<file path="src/hw/rtl/sbfd_pkg.sv">
// Package for the SBUS frame decoder: beat types, frame type, register indexes
// and decoder constants. No dependencies.
package sbfd_pkg;

  localparam int unsigned FRAME_LEN     = 25;
  localparam int unsigned NUM_CHANNELS  = 16;
  localparam int unsigned CHAN_W        = 11;
  localparam int unsigned CHAN_BITS_W   = 176;  // bytes 1 to 22
  localparam int unsigned CFG_INDEX_W   = 8;
  localparam int unsigned CFG_DATA_W    = 11;

  localparam logic [7:0] FRAME_HEAD     = 8'h0F;
  localparam logic [7:0] FRAME_TAIL     = 8'h00;
  localparam logic [4:0] COUNT_LAST     = 5'd24;  // count before the 25th byte
  localparam logic [4:0] COUNT_FULL     = 5'd25;
  localparam logic [4:0] COUNT_OVERFLOW = 5'd26;

  localparam logic [CFG_INDEX_W-1:0] REG_WINDOW_LOW  = 8'd0;
  localparam logic [CFG_INDEX_W-1:0] REG_WINDOW_HIGH = 8'd1;
  localparam logic [CFG_INDEX_W-1:0] REG_CENTER      = 8'd2;
  localparam logic [CFG_INDEX_W-1:0] REG_DEAD_ZONE   = 8'd3;

  localparam logic [10:0] RESET_WINDOW_LOW  = 11'd364;
  localparam logic [10:0] RESET_WINDOW_HIGH = 11'd1684;
  localparam logic [10:0] RESET_CENTER      = 11'd1024;
  localparam logic [9:0]  RESET_DEAD_ZONE   = 10'd10;

  typedef struct packed {
    logic [7:0] rx_byte;
    logic       frame_end;
  } in_item_t;

  typedef struct packed {
    logic [4:0]         channel_number;
    logic signed [11:0] chan_value;
    logic [7:0]         flags_byte;
    logic               link_alive;
    logic               last_channel;
  } out_item_t;

  // Accepted frame handed from front to back
  typedef struct packed {
    logic [7:0]             flags;
    logic [CHAN_BITS_W-1:0] chan_bits;
  } frame_t;

  // Stick conditioning settings
  typedef struct packed {
    logic [10:0] window_low;
    logic [10:0] window_high;
    logic [10:0] center_value;
    logic [9:0]  dead_zone;
  } cond_cfg_t;

  typedef enum logic {
    BK_IDLE,
    BK_RUN
  } back_state_t;

endpackage

</file>
<file path="src/hw/rtl/sbfd_fifo.sv">
// Small register queue used between decoder stages and at the result side.
// Depends on nothing; first-word data is shown combinationally.
module sbfd_fifo #(
  parameter int unsigned WIDTH = 8,
  parameter int unsigned DEPTH = 2
) (
  input  logic             clk,
  input  logic             rst,
  input  logic             push,
  input  logic [WIDTH-1:0] wdata,
  input  logic             pop,
  output logic [WIDTH-1:0] rdata,
  output logic             full,
  output logic             empty
);

  localparam int unsigned PTR_W = (DEPTH > 1) ? $clog2(DEPTH) : 1;
  localparam int unsigned CNT_W = $clog2(DEPTH + 1);
  localparam logic [PTR_W-1:0] PTR_LAST = PTR_W'(DEPTH - 1);
  localparam logic [CNT_W-1:0] CNT_FULL = CNT_W'(DEPTH);

  logic [WIDTH-1:0] mem [DEPTH];
  logic [PTR_W-1:0] wr_ptr;
  logic [PTR_W-1:0] rd_ptr;
  logic [CNT_W-1:0] count;
  logic             do_push;
  logic             do_pop;

  assign full    = (count == CNT_FULL);
  assign empty   = (count == '0);
  assign do_push = push && !full;
  assign do_pop  = pop && !empty;
  assign rdata   = mem[rd_ptr];

  // Store beats
  always_ff @(posedge clk) begin
    if (do_push) begin
      mem[wr_ptr] <= wdata;
    end
  end

  // Advance pointers and occupancy
  always_ff @(posedge clk) begin
    if (rst) begin
      wr_ptr <= '0;
      rd_ptr <= '0;
      count  <= '0;
    end else begin
      if (do_push) begin
        wr_ptr <= (wr_ptr == PTR_LAST) ? '0 : wr_ptr + 1'b1;
      end
      if (do_pop) begin
        rd_ptr <= (rd_ptr == PTR_LAST) ? '0 : rd_ptr + 1'b1;
      end
      if (do_push && !do_pop) begin
        count <= count + 1'b1;
      end else if (do_pop && !do_push) begin
        count <= count - 1'b1;
      end
    end
  end

endmodule

</file>
<file path="src/hw/rtl/sbfd_front.sv">
// Front end: collects received bytes into the frame buffer and checks length,
// header and tail. Depends on sbfd_pkg.
module sbfd_front (
  input  logic              clk,
  input  logic              rst,
  input  logic              accept,
  input  sbfd_pkg::in_item_t item,
  output logic              frame_push,
  output sbfd_pkg::frame_t  frame
);

  logic [7:0] frame_buf [24];
  logic [4:0] byte_count;
  logic       storing;

  assign storing = (byte_count < sbfd_pkg::COUNT_FULL);

  // Store the byte at the current position
  always_ff @(posedge clk) begin
    if (accept && (byte_count < sbfd_pkg::COUNT_LAST)) begin
      frame_buf[byte_count] <= item.rx_byte;
    end
  end

  // Count bytes; saturate past a full frame, clear at frame end
  always_ff @(posedge clk) begin
    if (rst) begin
      byte_count <= '0;
    end else if (accept) begin
      if (item.frame_end) begin
        byte_count <= '0;
      end else if (storing) begin
        byte_count <= byte_count + 1'b1;
      end else begin
        byte_count <= sbfd_pkg::COUNT_OVERFLOW;
      end
    end
  end

  // Closing byte is byte 24 itself, so check it on the wire
  assign frame_push = accept && item.frame_end &&
                      (byte_count == sbfd_pkg::COUNT_LAST) &&
                      (frame_buf[0] == sbfd_pkg::FRAME_HEAD) &&
                      (item.rx_byte == sbfd_pkg::FRAME_TAIL);

  // Pack bytes 1 to 22 little-endian, byte 23 as flags
  always_comb begin
    frame.flags = frame_buf[23];
    for (int i = 1; i <= 22; i++) begin
      frame.chan_bits[8*(i-1) +: 8] = frame_buf[i];
    end
  end

endmodule

</file>
<file path="src/hw/rtl/sbfd_back.sv">
// Back end: walks a queued frame one channel per cycle while the result queue has room,
// conditions the stick channels and writes results. Depends on sbfd_pkg.
module sbfd_back (
  input  logic                clk,
  input  logic                rst,
  input  sbfd_pkg::cond_cfg_t cfg,
  input  logic                frame_avail,
  input  sbfd_pkg::frame_t    frame,
  output logic                frame_pop,
  input  logic                res_full,
  output logic                res_push,
  output sbfd_pkg::out_item_t res
);

  sbfd_pkg::back_state_t state;
  sbfd_pkg::back_state_t state_next;

  logic [sbfd_pkg::CHAN_BITS_W-1:0] chan_bits;
  logic [7:0]                       flags;
  logic [3:0]                       ch_idx;
  logic                             last;
  logic                             load;

  logic [10:0]        raw;
  logic               in_window;
  logic signed [11:0] diff;
  logic signed [11:0] centred;
  logic [11:0]        mag;
  logic signed [11:0] value;

  assign last = (ch_idx == 4'(sbfd_pkg::NUM_CHANNELS - 1));

  // Sequence frames and emit one beat per free slot
  always_comb begin
    state_next = state;
    res_push   = 1'b0;
    load       = 1'b0;
    case (state)
      sbfd_pkg::BK_IDLE: begin
        if (frame_avail) begin
          load       = 1'b1;
          state_next = sbfd_pkg::BK_RUN;
        end
      end
      sbfd_pkg::BK_RUN: begin
        if (!res_full) begin
          res_push = 1'b1;
          if (last) begin
            load       = frame_avail;
            state_next = frame_avail ? sbfd_pkg::BK_RUN : sbfd_pkg::BK_IDLE;
          end
        end
      end
      default: begin
        state_next = sbfd_pkg::BK_IDLE;
      end
    endcase
  end

  assign frame_pop = load;

  always_ff @(posedge clk) begin
    if (rst) begin
      state <= sbfd_pkg::BK_IDLE;
    end else begin
      state <= state_next;
    end
  end

  // Load a frame or shift to the next channel
  always_ff @(posedge clk) begin
    if (rst) begin
      ch_idx <= '0;
    end else if (load) begin
      ch_idx <= '0;
    end else if (res_push) begin
      ch_idx <= ch_idx + 1'b1;
    end
  end

  always_ff @(posedge clk) begin
    if (load) begin
      chan_bits <= frame.chan_bits;
      flags     <= frame.flags;
    end else if (res_push) begin
      chan_bits <= chan_bits >> sbfd_pkg::CHAN_W;
    end
  end

  // Condition: window, centre, dead zone
  always_comb begin
    raw       = chan_bits[sbfd_pkg::CHAN_W-1:0];
    in_window = (raw >= cfg.window_low) && (raw <= cfg.window_high);
    diff      = $signed({1'b0, raw}) - $signed({1'b0, cfg.center_value});
    centred   = in_window ? diff : 12'sd0;
    mag       = centred[11] ? 12'(-centred) : 12'(centred);
    if (ch_idx < 4'd4) begin
      value = (mag <= {2'b00, cfg.dead_zone}) ? 12'sd0 : centred;
    end else begin
      value = $signed({1'b0, raw});
    end
  end

  assign res.channel_number = {1'b0, ch_idx} + 5'd1;
  assign res.chan_value     = value;
  assign res.flags_byte     = flags;
  assign res.link_alive     = (flags == 8'h00);
  assign res.last_channel   = last;

endmodule

</file>
<file path="src/hw/rtl/sbfd_frame_decoder_top_placeholder.sv">
// Result order helper: tracks which channel the next beat leaving the back end
// should carry and flags a mismatch. Depends on sbfd_pkg.
module sbfd_order_check (
  input  logic                clk,
  input  logic                rst,
  input  logic                res_push,
  input  sbfd_pkg::out_item_t res,
  output logic                order_ok
);

  logic [4:0] expect_num;

  // Track which channel the next beat should carry
  always_ff @(posedge clk) begin
    if (rst) begin
      expect_num <= 5'd1;
    end else if (res_push) begin
      expect_num <= res.last_channel ? 5'd1 : expect_num + 5'd1;
    end
  end

  assign order_ok = !res_push || (res.channel_number == expect_num);

endmodule

</file>
<file path="src/hw/rtl/sbus_frame_decoder.sv">
// SBUS frame decoder, 16 channels.
// Throughput: one byte accepted per cycle unless the frame queue is full; one result per
// cycle while results are taken. An accepted frame passes through the frame queue and
// the back end's single conditioning unit, which emits its 16 results in channel order.
// Reset (synchronous): byte count and queues clear, registers return to defaults;
// the frame buffer is not cleared.
module sbus_frame_decoder #(
  parameter int unsigned FRAME_QUEUE_DEPTH  = 2,
  parameter int unsigned RESULT_QUEUE_DEPTH = 4
) (
  input  logic                                clk,
  input  logic                                rst,
  input  logic                                push,
  output logic                                full,
  input  sbfd_pkg::in_item_t                  rx_item,
  output logic                                empty,
  input  logic                                pop,
  output sbfd_pkg::out_item_t                 result,
  input  logic                                cfg_valid,
  output logic                                cfg_ready,
  input  logic [sbfd_pkg::CFG_INDEX_W-1:0]    cfg_index,
  input  logic [sbfd_pkg::CFG_DATA_W-1:0]     cfg_data
);

  sbfd_pkg::cond_cfg_t cfg;
  sbfd_pkg::frame_t    fr_in;
  sbfd_pkg::frame_t    fr_out;
  sbfd_pkg::out_item_t res;
  logic                accept;
  logic                fr_push;
  logic                fr_pop;
  logic                fr_full;
  logic                fr_empty;
  logic                res_push;
  logic                res_full;
  logic                order_ok;

  assign cfg_ready = 1'b1;
  assign full      = fr_full;
  assign accept    = push && !fr_full;

  // Configuration registers
  always_ff @(posedge clk) begin
    if (rst) begin
      cfg.window_low   <= sbfd_pkg::RESET_WINDOW_LOW;
      cfg.window_high  <= sbfd_pkg::RESET_WINDOW_HIGH;
      cfg.center_value <= sbfd_pkg::RESET_CENTER;
      cfg.dead_zone    <= sbfd_pkg::RESET_DEAD_ZONE;
    end else if (cfg_valid && cfg_ready) begin
      case (cfg_index)
        sbfd_pkg::REG_WINDOW_LOW:  cfg.window_low   <= cfg_data;
        sbfd_pkg::REG_WINDOW_HIGH: cfg.window_high  <= cfg_data;
        sbfd_pkg::REG_CENTER:      cfg.center_value <= cfg_data;
        sbfd_pkg::REG_DEAD_ZONE:   cfg.dead_zone    <= cfg_data[9:0];
        default: begin
        end
      endcase
    end
  end

  sbfd_front u_front (
    .clk        (clk),
    .rst        (rst),
    .accept     (accept),
    .item       (rx_item),
    .frame_push (fr_push),
    .frame      (fr_in)
  );

  sbfd_fifo #(
    .WIDTH ($bits(sbfd_pkg::frame_t)),
    .DEPTH (FRAME_QUEUE_DEPTH)
  ) u_frame_q (
    .clk   (clk),
    .rst   (rst),
    .push  (fr_push),
    .wdata (fr_in),
    .pop   (fr_pop),
    .rdata (fr_out),
    .full  (fr_full),
    .empty (fr_empty)
  );

  sbfd_back u_back (
    .clk         (clk),
    .rst         (rst),
    .cfg         (cfg),
    .frame_avail (!fr_empty),
    .frame       (fr_out),
    .frame_pop   (fr_pop),
    .res_full    (res_full),
    .res_push    (res_push),
    .res         (res)
  );

  sbfd_order_check u_order (
    .clk      (clk),
    .rst      (rst),
    .res_push (res_push),
    .res      (res),
    .order_ok (order_ok)
  );

  sbfd_fifo #(
    .WIDTH ($bits(sbfd_pkg::out_item_t)),
    .DEPTH (RESULT_QUEUE_DEPTH)
  ) u_result_q (
    .clk   (clk),
    .rst   (rst),
    .push  (res_push),
    .wdata (res),
    .pop   (pop),
    .rdata (result),
    .full  (res_full),
    .empty (empty)
  );

  // Checks
  a_frame_q_no_overflow: assert property (@(posedge clk) disable iff (rst)
    fr_push |-> !fr_full)
    else $error("frame queue written while full");

  a_channel_order: assert property (@(posedge clk) disable iff (rst)
    order_ok)
    else $error("result beats out of channel order");

  a_last_flag: assert property (@(posedge clk) disable iff (rst)
    !empty |-> (result.last_channel == (result.channel_number == 5'd16)))
    else $error("last_channel does not match channel sixteen");

  a_reset_clears: assert property (@(posedge clk)
    rst |=> (empty && !full))
    else $error("queues not empty after reset");

endmodule

</file>
<file path="config.mk">
export PLATFORM = sky130hd
export DESIGN_NAME = sbus_frame_decoder
export DESIGN_NICKNAME = d
export VERILOG_FILES = /design/src/hw/rtl/sbfd_pkg.sv /design/src/hw/rtl/sbfd_fifo.sv /design/src/hw/rtl/sbfd_front.sv /design/src/hw/rtl/sbfd_back.sv /design/src/hw/rtl/sbfd_frame_decoder_top_placeholder.sv /design/src/hw/rtl/sbus_frame_decoder.sv
export SDC_FILE = /design/constraint.sdc
export NUM_CORES = 1
export LEC_CHECK = 0
export BUFFER_PORTS_ARGS = -buffer_cell sky130_fd_sc_hd__buf_2
export CAP_MARGIN = 20
export CORE_UTILIZATION = 50
export DETAILED_ROUTE_END_ITERATION = 6
export GPL_TIMING_DRIVEN = 0
export PLACE_DENSITY = 0.65
export SYNTH_ARGS = -nofsm -noshare
export SYNTH_HDL_FRONTEND = slang
export SYNTH_SLANG_ARGS = --single-unit
</file>
<file path="constraint.sdc">
create_clock -name clk -period 24.3 [get_ports clk]
set_input_delay 0 -clock clk [delete_from_list [all_inputs] [get_ports clk]]
set_output_delay 0 -clock clk [all_outputs]
set_load 0.02 [all_outputs]
</file>
# --- Word-level counts from Yosys, hierarchy flattened ---
# Memories as Yosys holds them, arrays and structs flattened. A register that Yosys moved wholly into a read port is not among the register bits.
# Cells that the tools add are included.
word_totals:
  regBits: 248
  ram_bits: 668
  elab_cells: 119
  memories: 3
memory_table:
  columns: ["memory", "words", "width", "rd", "rd_clocked_by_memory_dff", "wr", "line", "rtl"]
  rows:
  - ["u_frame_q.mem", 2, 184, 1, 1, 1, "sbfd_fifo.sv:22", "logic [WIDTH-1:0] mem [DEPTH];"]
  - ["u_front.frame_buf", 24, 8, 24, 0, 1, "sbfd_front.sv:12", "logic [7:0] frame_buf [24];"]
  - ["u_result_q.mem", 4, 27, 1, 1, 1, "sbfd_fifo.sv:22", null]
classes:
  n_addsub: 13
  n_lt_le_gt_ge: 6
  n_eq_ne: 10
  muxes: 35
  bitwise_logic: 1
  n_reduce_logical: 36
op_table:
  columns: ["operator", "count"]
  rows:
  - ["2-to-1 mux 176 bit", 2]
  - ["2-to-1 mux 12 bit", 4]
  - ["logical NOT 8 bit", 3]
  - ["2-to-1 mux 1 bit", 17]
  - ["== test 8 x 2 -> 1 bit, second input constant", 2]
  - ["logical AND 1 bit", 15]
  - ["less-or-equal comparator 12 x 10 -> 1 bit", 1]
  - ["2-to-1 mux 2 bit", 6]
  - ["negation 12 bit", 1]
  - ["subtractor 11 x 11 -> 12 bit", 1]
  - [">= comparator 11 bit", 1]
  - ["less-or-equal comparator 11 bit", 1]
  - ["< comparator 5 bit, second input constant", 2]
  - ["2-to-1 mux 5 bit", 2]
  - ["== test 8 x 1 -> 1 bit, second input constant", 1]
  - ["== test 8 x 4 -> 1 bit, second input constant", 1]
  - ["logical NOT 1 bit", 8]
  - ["AND reduction 2 bit", 4]
  - ["adder 2 x 1 -> 2 bit, second input constant", 3]
  - ["== test 2 bit, second input constant", 3]
  - ["2-to-1 mux 3 bit", 2]
  - ["nonzero test 2 bit", 3]
  - ["adder 4 x 1 -> 5 bit, second input constant", 1]
  - ["adder 5 x 1 -> 5 bit, second input constant", 1]
  - ["14 further kinds", 16]

# --- Depth between registers and ports, before layout ---
# Gate-level depths: netlist of the first run.
logic_depth:
  ltp_word: 12
  depth_mapped: 22
  mapped_depth_nobuf: 22

# --- Modules after synthesis ---
# A second synthesis of the first run with hierarchy kept.
hier_totals:
  cells_unflattened: 1928
  area_unflattened_um2: 36060.8
modules_own_cells:
  columns: ["module", "n_inst", "cells_per_inst", "area_per_inst_um2", "seq_area_each_um2"]
  rows:
  - ["sbfd_fifo at u_frame_q", 1, 597, 13545.5, 11150.7]
  - ["sbfd_back", 1, 700, 10014.6, 5625.4]
  - ["sbfd_front", 1, 268, 6298.5, 5865.6]
  - ["sbfd_fifo at u_result_q", 1, 191, 4399.2, 3423.3]
  - ["sbus_frame_decoder", 1, 172, 1803.0, 860.8]

# --- Worst setup path after synthesis of the first run ---
# OpenSTA, ideal clock, no wires.
synth_path:
  kind: "register to register"
  startpoint: "register u_frame_q.count[0]"
  endpoint: "memory u_frame_q.mem[0][0] (netlist name), enable pin"
  setup_time_ns: 0.753
  t_arrival_ns: 9.569
  required_ns: 23.547
  path_slack_ns: 13.978
  stages_incl_launch_ff: 7
  path_buffers: 1
  synth_period_minus_slack_ns: 10.322
  cell_sequence: "dfxtp_1 -> nand2b_1 -> and2_1 -> clkbuf_1 -> nand2_1 -> nor4_1 -> nor2b_1"
synth_between:
  elab_chain_len: 10
synth_lines:
  columns: ["element", "line", "rtl"]
  rows:
  - ["start, declared", "sbfd_fifo.sv:25", "logic [CNT_W-1:0] count;"]
  - ["start signal, assigned", "sbfd_fifo.sv:56", "count <= count + 1'b1;"]
  - ["start signal, assigned", "sbfd_fifo.sv:58", "count <= count - 1'b1;"]
  - ["== test 2 bit *", "sbfd_fifo.sv:29", "assign full = (count == CNT_FULL);"]
  - ["logical NOT 1 bit *", "sbfd_fifo.sv:31, sbus_frame_decoder.sv:40", null]
  - ["logical AND 1 bit", "sbus_frame_decoder.sv:40", "assign accept = push && !fr_full;"]
  - ["logical AND 1 bit (2 in a row)", "sbfd_front.sv:41", "assign frame_push = accept && item.frame_end &&"]
  - ["logical AND 1 bit", "sbfd_front.sv:42", "(byte_count == sbfd_pkg::COUNT_LAST) &&"]
  - ["logical AND 1 bit", "sbfd_front.sv:43", "(frame_buf[0] == sbfd_pkg::FRAME_HEAD) &&"]
  - ["logical AND 1 bit *", "sbfd_fifo.sv:31", "assign do_push = push && !full;"]
  - ["named net u_frame_q.do_push", "sbfd_fifo.sv:26", "logic do_push;"]
  - ["2-to-1 mux 1 bit *", "sbfd_fifo.sv:37", "if (do_push) begin"]
  - ["2-to-1 mux 1 bit (not written as such) *", "sbfd_fifo.sv:38", "mem[wr_ptr] <= wdata;"]
  - ["end, declared", "sbfd_fifo.sv:22", null]
# Mark *: on every way through the listed nets, which the timed path passes. The rest lies on a longest branch.

==> impl_metrics.json, run 1 <==
{
  "status": "completed",
  "place_hpwl_um": 43830,
  "core_area_sq_um": 68710,
  "place_area_sq_um": 36740,
  "yosys.area_share.simple_pct": 5.950,
  "ant_nets": 0,
  "clkSlewWorstSetupHoldPaths_ns": 0.06,
  "hp-class": "in -> reg",
  "cp.arrival_ns": 6.33,
  "max_freq_mhz": 166.1,
  "worst_pin_slew_ns": 1.075,
  "synthMuxAreaShare_pct": 7.328,
  "numCtsBuffers": 92,
  "yosysUniqueCellTypes": 71,
  "synthToLayoutAreaGrowth_pct": 14.34,
  "start_kind": "register",
  "grt_max_degree": 71,
  "yosys.area.top_type_share_pct": 73.22,
  "wl_per_cell_um": 21.06,
  "synth_top_family_by_area": "multiplexers",
  "synthCells": 2136,
  "drc": 0,
  "antennaDiodeCount": 0,
  "holdBufCountCts": 24,
  "multi_input_area_sq_um": 7418,
  "leakagePower_uw": 0.01300,
  "vdd_drop_max_mv": 0.09228,
  "async_reset_ff_share_pct": 0,
  "slew_viol_final": 0,
  "final_common_cell": "edfxtp_1",
  "grt_usage_pct": 20.20,
  "yosys_warnings": 0,
  "gp_congestion": 0.8457,
  "io_buffers": 60,
  "period_needed_ns": 6.020,
  "netlist_top_cells_area": "edfxtp_1, mux2i_1, dfxtp_1, a21oi_1, nor2_1",
  "fill_cells": 5290,
  "first_iter_violations": 1393,
  "std_cell_rows": 96,
  "regToRegSetupSlack_ns": 18.28,
  "syn_area_per_cell_sq_um": 16.28,
  "reg2reg_depth": 20,
  "cts_htree_levels": 3,
  "maxCapViolations": 0,
  "cp_max_fo": 10,
  "mostFrequentLayoutCells": "edfxtp_1, nor2_1, a21oi_1, mux2i_1, nand2_1",
  "synth_ff_type": "edfxtp_1",
  "syn-cell-area_sq_um": 34780,
  "cts.repair.resized": 0,
  "grt_pass1_wl_um": 107900,
  "die_h_um": 265.7,
  "grt_overflow": 0,
  "rsz0062_at_grt": "no",
  "postCtsSetupRepairBufs": 0,
  "synth_area_leader_cell": "edfxtp_1",
  "crit_type": "reg -> reg",
  "synth-edff-count": 848,
  "drive_gt1_share_pct": 11.19,
  "dieArea_sq_um": 70620,
  "die_w_um": 265.7,
  "cts_sinks": 915,
  "ff_latch_area_sq_um": 26810,
  "yosys.area_share.adder_pct": 2.130,
  "ys_ff_latch": 915,
  "maxSlewHeadroom_pct": 27.65,
  "via_per_inst": 5.460,
  "ios": 63,
  "synth_compound_area_share_pct": 5.285,
  "finalWirelength_um": 70230,
  "cp-end-kind": "register",
  "synth-seq-area-share_pct": 77.07,
  "final_area_sq_um": 39770,
  "grt_pass1_vias": 19010,
  "clk_path_buf_depth": 3,
  "clock_skew_ns": 0.02487,
  "start_util_pct": 50.62,
  "hold_viol": 0,
  "drt_first_pass_iters": 5,
  "finalCritPeriodShare_pct": 24.77,
  "nets": 2423,
  "tns_ns": 0,
  "vias": 18200,
  "setup_viol_count_final": 0,
  "cts_tree": "yes",
  "synth_xor_area_share_pct": 0.5756,
  "clk_latency_ns": 0.64,
  "cts_root_buffer": "clkbuf_16",
  "hold_depth": 1,
  "critPathRequiredTime_ns": 24.61,
  "p_per_area_nw_per_um2": 121.9,
  "antenna_found_initial": 1,
  "synth_nets": 2227
}
-- through the flow --
step,total power (uW),utilization (%),hold WS [ns],setup WS [ns],cells
6_report,4849,57.88,0.03480,18.28,3334
2_1_floorplan,3148,-,0.09863,13.98,2136
3_5_place_dp,3564,53.47,0.2629,18.27,3145
5_1_grt,5088,57.88,0.02134,17.91,3334
4_1_cts,4886,57.88,0.01282,18.29,3334
3_3_place_gp,3567,52.75,0.2611,8.352,3127
-- routing by layer --
layer,vias to the layer above,GRT usage (%),share of wire [%]
met1,9159,25.98,42
met2,424,34.97,51
met5,-,0,0
met3,140,3.078,4.1
met4,0,7.067,2.9
li1,8479,-,-
-- synthesized netlist by cell type, types with 3 or more instances --
| cell | number |
|---|---|
| nor2b_1 | 5 |
| and3_1 | 9 |
| buf_4 | 3 |
| buf_1 | 11 |
| xor2_1 | 12 |
| and2_1 | 5 |
| o221ai_1 | 4 |
| nand3b_1 | 8 |
| nor4_1 | 5 |
| inv_1 | 56 |
| or2_2 | 6 |
| a211o_1 | 10 |
| o211ai_2 | 5 |
| or3_1 | 7 |
| edfxtp_1 | 848 |
| mux2_2 | 9 |
| o21ai_0 | 15 |
| o211ai_1 | 9 |
| nor2_1 | 252 |
| nand2b_1 | 9 |
| nor3_1 | 17 |
| clkbuf_1 | 76 |
| dfxtp_1 | 67 |
| ha_1 | 56 |
| a31oi_1 | 3 |
| mux4_2 | 26 |
| mux2i_1 | 186 |
| a2111o_1 | 6 |
| xnor2_1 | 9 |
| nand3_1 | 18 |
| a21oi_1 | 220 |
| nand4_1 | 6 |
| a21o_1 | 4 |
| a211oi_1 | 5 |
| nand2_1 | 103 |
-- power breakdown --
group	switching [uW]	leakage [uW]	internal, uW	total [uW]
registers	95.6	0.00826	2110	2210
clock network	579	0.00136	734	1310
logic	887	0.00337	438	1320
total	1560	0.0130	3290	4850
-- final cells by class --
class	count	share of cell area [%]
well taps	931	2.929
clock buffers	119	6.255
clock inverters	46	0.7677
flip-flops and latches	915	67.41
repair buffers	102	2.548
inverters	57	0.5380
plain buffers	92	0.9030
multi-input cells	1072	18.65
-- flip-flops by register name, indices dropped and copies added, names as in the netlist, 2 cells and up, named ones only --
| name | flops |
|---|---|
| u_frame_q.count | 2 |
| u_back.ch_idx | 4 |
| u_back.flags | 8 |
| u_front.frame_buf | 192 |
| u_result_q.mem | 104 |
| u_back.chan_bits | 176 |
| u_front.byte_count | 5 |
| cfg | 43 |
| u_result_q.wr_ptr | 2 |
| u_result_q.count | 3 |
| u_frame_q.mem | 368 |
| u_result_q.rd_ptr | 2 |
-- logic make-up (layout without fill, tap and decap cells) --
logic type | after synthesis | in the layout
other | 1 | 1
AND/OR/NAND/NOR | 466 | 466
flip-flops | 915 | 915
adder cells (fa/ha/maj) | 58 | 58
XOR/XNOR | 22 | 22
AO/OA/AOI/OAI | 304 | 304
buffers and inverters | 149 | 416
multiplexers | 221 | 221
-- worst max-delay path, stage by stage (launching register included) --
cell and delay [ns]:
edfxtp_1 0.51, ha_1 0.34, a211o_1 0.26, o211ai_1 0.09
o211ai_1 0.13, a221oi_1 0.64, or3_1 0.29, ha_1 0.22
nand3b_1 0.08, mux2_2 0.33, nor4_4 0.22, and2_1 0.21
o21ai_0 0.08, a21oi_1 0.32, ha_1 0.31, nand3_1 0.14
a21oi_1 0.05, o21ai_0 0.51, or2b_1 0.33, o21ai_4 0.35
o211ai_1 0.26
-- worst paths after layout --
path | from | to
max | u_back.chan_bits[4]$_DFFE_PP_ | u_result_q.mem[3][15]$_DFFE_PP_
min | rx_item[1] | u_front.frame_buf[7][0]$_DFFE_PP_
max reg2reg | u_back.chan_bits[4]$_DFFE_PP_ | u_result_q.mem[3][15]$_DFFE_PP_
min reg2reg | u_front.frame_buf[3][7]$_DFFE_PP_ | u_frame_q.mem[0][23]$_DFFE_PP_
Power figures use the tool's default switching activity.
==> inputs of run 2 (changes only) <==
--- a/config.mk
+++ b/config.mk
@@ -10,7 +10,7 @@
 export CORE_UTILIZATION = 50
 export DETAILED_ROUTE_END_ITERATION = 6
 export GPL_TIMING_DRIVEN = 0
-export PLACE_DENSITY = 0.65
+export PLACE_DENSITY = 0.67
 export SYNTH_ARGS = -nofsm -noshare
 export SYNTH_HDL_FRONTEND = slang
 export SYNTH_SLANG_ARGS = --single-unit
==> constraint.sdc (replaced) <==
create_clock -name clk -period 5.4 [get_ports clk]
set_input_delay 0 -clock clk [delete_from_list [all_inputs] [get_ports clk]]
set_output_delay 0 -clock clk [all_outputs]
set_load 0.02 [all_outputs]
==> run 2 against run 1 <==
Against the previous run:
- clock power grew to 4.5 times the previous value
- routed wire length up 0.54%
- design area rose by 0.26%
- register-to-register slack lost 18 ns
- global-route usage decreased by 0.12 points
- critical path depth up 2
- via count grew 0.48%
- sequential cell count stayed put
- largest cell class unchanged
- largest power group unchanged
==> impl_metrics.json, run 2 (synthesis gave the netlist of run 1 again) <==
{
  "worst_pin_slew_ns": 1.114,
  "utilization_pct": 58.03,
  "numCtsBuffers": 88,
  "cts_tree": "yes",
  "top_register": "u_frame_q.mem",
  "holdPathEnd": "u_front.frame_buf[13][7]$_DFFE_PP_",
  "start_util_pct": 50.62,
  "hp-class": "in -> reg",
  "grt_pass1_vias": 18650,
  "startpoint": "u_back.chan_bits[4]$_DFFE_PP_",
  "hold_depth": 1,
  "antenna_found_initial": 1,
  "grt_pass1_wl_um": 107100,
  "setup_viol_count_final": 0,
  "cp.arrival_ns": 5.73,
  "p_int_uw": 15070,
  "finalCritPeriodShare_pct": 96.91,
  "cts_sinks": 915,
  "max_freq_mhz": 191.1,
  "dieArea_sq_um": 70620,
  "p_per_area_nw_per_um2": 557.8,
  "r2r-end": "u_result_q.mem[3][21]$_DFFE_PP_",
  "maxCapViolations": 0,
  "clk_path_buf_depth": 3,
  "final_common_cell": "edfxtp_1",
  "core_area_sq_um": 68710,
  "nets": 2431,
  "drt_first_pass_iters": 5,
  "die_h_um": 265.7,
  "worstHoldStart": "rx_item[8]",
  "clock_skew_ns": 0.02738,
  "synthToLayoutAreaGrowth_pct": 14.65,
  "first_iter_violations": 1603,
  "via_per_inst": 5.473,
  "grt_overflow": 0,
  "io_buffers": 60,
  "drc": 0,
  "vias": 18290,
  "std_cell_rows": 96,
  "drive_gt1_share_pct": 12.07,
  "period_needed_ns": 5.233,
  "clockPowerShare_pct": 26.5,
  "fill_cells": 5228,
  "power_uw": 22240,
  "clk_latency_ns": 0.65,
  "wl_per_cell_um": 21.13,
  "start_kind": "register",
  "finalWirelength_um": 70610,
  "crit_type": "reg -> reg",
  "hold_viol": 0,
  "cp_max_fo": 5,
  "grt_usage_pct": 20.09,
  "vdd_drop_max_mv": 0.4090,
  "place_hpwl_um": 43360,
  "instances_no_fill": 3342,
  "dpl.cell_count": 3141,
  "mostFrequentLayoutCells": "edfxtp_1, nor2_1, a21oi_1, mux2i_1",
  "antennaDiodeCount": 0,
  "netSwitchingFraction_pct": 32.22,
  "reg_top3": "u_frame_q.mem (368), u_front.frame_buf (192), u_back.chan_bits (176)",
  "seq_power_share_pct": 44.6,
  "ios": 63,
  "ant_nets": 0,
  "rsz0062_at_grt": "no",
  "combPwrFrac_pct": 28.8,
  "status": "completed",
  "clkSlewWorstSetupHoldPaths_ns": 0.06,
  "die_w_um": 265.7,
  "slew_viol_final": 0,
  "reg2reg_depth": 22,
  "leakagePower_uw": 0.01304,
  "maxSlewHeadroom_pct": 25.06,
  "regToRegSetupSlack_ns": 0.17,
  "power_switching_uw": 7166,
  "tns_ns": 0,
  "largest_reg_flops": 368,
  "cts_htree_levels": 3,
  "cts_root_buffer": "clkbuf_16",
  "grt_max_degree": 103,
  "r2r-start": "u_back.chan_bits[4]$_DFFE_PP_",
  "critPathRequiredTime_ns": 5.90,
  "cp-end-kind": "register",
  "gp_congestion": 0.8486
}
run 2: routing by layer:
metal / vias up / wire length [um] / share of wire, % / global-route usage [%]
li1: 8490 / - / - / -
met4: 2 / 2546 / 3.6 / 8.030
met5: - / 15 / 0.021 / 0
met1: 9156 / 29930 / 42 / 26.40
met2: 485 / 34870 / 49 / 33.48
met3: 157 / 3241 / 4.6 / 3.336
run 2: how the worst max path moves through the flow:
stage                                            to  slack, ns  depth (start not counted)
finish              u_result_q.mem[3][21]$_DFFE_PP_       0.17                         22
global route        u_result_q.mem[2][21]$_DFFE_PP_       0.02                         22
CTS                 u_result_q.mem[1][12]$_DFFE_PP_       0.07                         22
detailed placement  u_result_q.mem[1][11]$_DFFE_PP_      -0.60                         20
global placement     u_frame_q.mem[0][81]$_DFFE_PP_      -1.49                          6
floorplan             u_frame_q.mem[0][0]$_DFFE_PP_       0.66                          6
run 2: layout make-up:
type	count	area (sq um)	area share [%]
timing repair buffer	113	1002	2.513
clock buffer	127	2524	6.329
multi-input combinational	1073	7543	18.92
sequential	915	26810	67.23
clock inverter	34	260.3	0.6527
inverter	57	214.0	0.5366
buffer	92	359.1	0.9006
tap	931	1165	2.921
run 2: critical path, stage by stage (launching register included):
cell       delay [ns]
edfxtp_1         0.47
buf_4            0.18
ha_1             0.30
a211oi_2         0.18
nor2_1           0.08
nor4_2           0.37
nor3_4           0.10
or3_4            0.40
ha_2             0.20
nand3b_1         0.09
mux2_4           0.19
nor4_4           0.05
and2_1           0.20
or3_1            0.32
a21oi_2          0.24
ha_1             0.28
nand3_1          0.13
o32a_1           0.17
o21ai_2          0.10
o31ai_1          0.26
o21ai_4          0.21
a2111oi_4        0.38
buf_4            0.18
run 2: power by group through the flow:
| stage | sequential, uW | clock (uW) | combinational [uW] |
|---|---|---|---|
| 6_report | 9930 | 5900 | 6410 |
| 5_1_grt | 10000 | 6270 | 6990 |
| 4_1_cts | 9930 | 6000 | 6300 |
| 3_5_place_dp | 10100 | 0 | 5980 |
| 3_3_place_gp | 10100 | 0 | 5640 |
| 2_1_floorplan | 9970 | 0 | 4110 |
run 2: what timing repair did:
| action | CTS | global route |
|---|---|---|
| cloned | 1 | 0 |
| endpoints found under the setup margin | 44 | 44 |
| hold buffers | 26 | 0 |
| buffers inserted | 7 | 6 |
| pin swaps | 2 | 10 |
| endpoints found under the hold margin | 57 | 0 |
| gates resized for setup | 9 | 11 |
run 2: through the flow:
| stage | worst slack, ns | area [sq um] | hold WS, ns |
|---|---|---|---|
| floorplan | 0.6629 | 34790 | 0.09863 |
| global placement | -1.485 | 36260 | 0.2561 |
| detailed placement | -0.5952 | 36610 | 0.2589 |
| CTS | 0.06641 | 39770 | 0.01964 |
| global route | 0.01989 | 39870 | 0.01601 |
| finish | 0.1666 | 39870 | 0.02928 |
==> inputs of run 3 (changes only) <==
--- a/config.mk
+++ b/config.mk
@@ -8,9 +8,11 @@
 export BUFFER_PORTS_ARGS = -buffer_cell sky130_fd_sc_hd__buf_2
 export CAP_MARGIN = 20
 export CORE_UTILIZATION = 50
+export CTS_BUF_LIST = sky130_fd_sc_hd__clkbuf_16
 export DETAILED_ROUTE_END_ITERATION = 6
 export GPL_TIMING_DRIVEN = 0
 export PLACE_DENSITY = 0.67
 export SYNTH_ARGS = -nofsm -noshare
 export SYNTH_HDL_FRONTEND = slang
+export SYNTH_HIERARCHICAL = 1
 export SYNTH_SLANG_ARGS = --single-unit
==> run 3 against run 2 <==
Against the previous run:
- the flow now finishes with violations (DRC)
- global-route usage is 1.2 points lower
- maximum frequency rose by 3.3%
- sequential cell count rose by 4
- critical path depth decreased by 1
- setup slack improved by 0.17 ns
- combinational power decreased by 91%
- area after synthesis is 3.7% higher
- final cell count decreased by 5.6%
- non-clock buffer count shrank 21
- clock-buffer cell count is 34 lower
- critical endpoint is now u_result_q/mem[3][11]$_DFFE_PP_
==> impl_metrics.json, run 3 <==
{
  "status": "complete, but fails checks",
  "violations": "DRC",
  "dpl.cell_count": 2958,
  "netlist_top_cells_count": "edfxtp_1, mux2_2, nor2_1, dfxtp_1, inv_1",
  "clock_skew_ns": 0.02737,
  "setup_viol_count_final": 0,
  "via_per_inst": 5.406,
  "drc": 1,
  "std_cell_rows": 98,
  "grt_max_degree": 57,
  "maxCapViolations": 0,
  "yosys.area.top_type_share_pct": 70.95,
  "synth.most_common_cell": "edfxtp_1",
  "final_area_sq_um": 41220,
  "hold_viol": 0,
  "top_register": "u_frame_q/mem",
  "clk_path_buf_depth": 3,
  "mostFrequentLayoutCells": "edfxtp_1, mux2_2, clkbuf_16, buf_2, inv_1",
  "drive_gt1_share_pct": 31.53,
  "finalWirelength_um": 68420,
  "max_freq_mhz": 197.4,
  "synth-edff-count": 852,
  "cp.arrival_ns": 5.40,
  "drt_first_pass_iters": 7,
  "rsz0062_at_grt": "no",
  "leakagePower_uw": 0.01387,
  "synth_nets": 2019,
  "p_per_area_nw_per_um2": 351.1,
  "yosys_warnings": 6,
  "ant_nets": 0,
  "numCtsBuffers": 91,
  "maxSlewHeadroom_pct": 31.23,
  "io_buffers": 61,
  "cts_root_buffer": "clkbuf_16",
  "slew_viol_final": 0,
  "instances_no_fill": 3154,
  "core_area_sq_um": 71360,
  "regToRegSetupSlack_ns": 0.34,
  "yosysUniqueCellTypes": 87,
  "gp_congestion": 0.8767,
  "clkSlewWorstSetupHoldPaths_ns": 0.06,
  "cp-end-kind": "register",
  "cts_htree_levels": 3,
  "place_area_sq_um": 37930,
  "synthToLayoutAreaGrowth_pct": 14.31,
  "synth_ff_type": "edfxtp_1",
  "final_common_cell": "edfxtp_1",
  "finalCritPeriodShare_pct": 93.79,
  "nets": 2219,
  "period_needed_ns": 5.065,
  "synth_area_leader_cell": "edfxtp_1",
  "grt_overflow": 0,
  "grt_pass1_vias": 18080,
  "wl_per_cell_um": 21.69,
  "critPathRequiredTime_ns": 5.74,
  "syn_area_per_cell_sq_um": 18.70,
  "dieArea_sq_um": 73200,
  "antennaDiodeCount": 0,
  "first_iter_violations": 1145,
  "worst_pin_slew_ns": 1.024,
  "start_util_pct": 50.53,
  "cts_sinks": 919,
  "reg_top3": "u_frame_q/mem (368), u_front/frame_buf (192), u_back/chan_bits (176)",
  "start_kind": "register",
  "ios": 63,
  "grt_usage_pct": 18.91,
  "place_hpwl_um": 42170,
  "synthCells": 1928,
  "vias": 17050,
  "netlist_top_cells_area": "edfxtp_1, mux2_2, dfxtp_1, ha_1, mux4_2",
  "die_w_um": 270.6,
  "vdd_drop_max_mv": 0.2775,
  "ys_ff_latch": 919,
  "grt_pass1_wl_um": 105300,
  "syn-cell-area_sq_um": 36060,
  "synth-seq-area-share_pct": 74.67,
  "crit_type": "reg -> reg",
  "die_h_um": 270.6,
  "async_reset_ff_share_pct": 0,
  "largest_reg_flops": 368,
  "clk_latency_ns": 0.64,
  "cp_max_fo": 10,
  "antenna_found_initial": 1,
  "hp-class": "in -> reg",
  "cts_tree": "yes"
}
==> run 3: worst max-delay path, stage by stage (launching register included) <==
cell       delay [ns]
edfxtp_1         0.54
ha_1             0.35
nand4_1          0.13
nor2_1           0.08
o2bb2ai_1        0.12
o31a_1           0.37
or3_1            0.39
ha_1             0.26
and2_1           0.17
o2111ai_2        0.12
nand2_1          0.11
xnor2_1          0.25
nor2_1           0.08
ha_1             0.29
nand2_1          0.09
nor2_1           0.05
a2111oi_1        0.38
nor2_1           0.12
a2bb2oi_2        0.20
clkbuf_2         0.20
a32oi_1          0.29
o41ai_2          0.17
==> run 3: report_power, final <==
part | switching [uW] | internal, uW
clock network | 2560 | 3600
registers | 23.0 | 7710
logic | 326 | 246
total | 2910 | 11600
==> run 3: worst paths after layout <==
check,start,to,cells past startpoint
max,u_back/chan_bits[9]$_DFFE_PP_,u_result_q/mem[3][11]$_DFFE_PP_,21
min,rx_item[2],u_front/frame_buf[13][1]$_DFFE_PP_,1
max reg2reg,u_back/chan_bits[9]$_DFFE_PP_,u_result_q/mem[3][11]$_DFFE_PP_,21
min reg2reg,u_front/frame_buf[23][1]$_DFFE_PP_,u_frame_q/mem[0][177]$_DFFE_PP_,0
==> run 3: cell families (layout without fill, tap and decap cells) <==
group | Yosys count | in the layout | synth area share (%)
flops | 919 | 919 | 74.67
mux | 422 | 422 | 13.86
simple gates | 252 | 252 | 3.820
buf+inv | 138 | 414 | 2.137
compound gates | 111 | 111 | 2.710
fa+ha+maj | 58 | 58 | 2.054
xor+xnor | 27 | 27 | 0.7390
other cells | 1 | 1 | 0.01040
==> run 3: through the flow <==
stage	total power [uW]	hold slack, ns	setup TNS [ns]	worst slack [ns]	util, %
4_1_cts	14630	0.01935	0	0.07089	57.67
6_report	14470	0.04140	0	0.3354	57.76
2_1_floorplan	8266	0.06244	0	0.8184	-
5_1_grt	14930	0.03011	0	0.008356	57.76
3_5_place_dp	8462	0.2853	-2.267	-0.2146	53.15
3_3_place_gp	8450	0.2744	-628.52	-1.583	52.63
==> run 3: routing by layer <==
metal	vias up	GRT usage, %	share of wire (%)
met4	2	4.758	1.9
li1	7879	-	-
met1	8747	25.39	44
met5	-	0	0.019
met3	104	3.009	3.5
met2	317	32.23	51
==> run 3: final cells by class <==
| type | instances | area, sq um |
|---|---|---|
| flip-flops and latches | 919 | 26930 |
| multi-input cells | 871 | 8436 |
| plain buffers | 77 | 524.3 |
| fillers | 5280 | 30140 |
| inverters | 61 | 251.5 |
| clock inverters | 76 | 634.4 |
| repair buffers | 107 | 933.4 |
| clock buffers | 93 | 2327 |
| well taps | 950 | 1189 |
==> run 3: repair_timing <==
action	CTS	global route
resized for setup	3	8
pin swaps	0	2
hold buffers	25	0
setup endpoints to repair	44	44
setup buffers	0	2
hold endpoints to repair	64	0
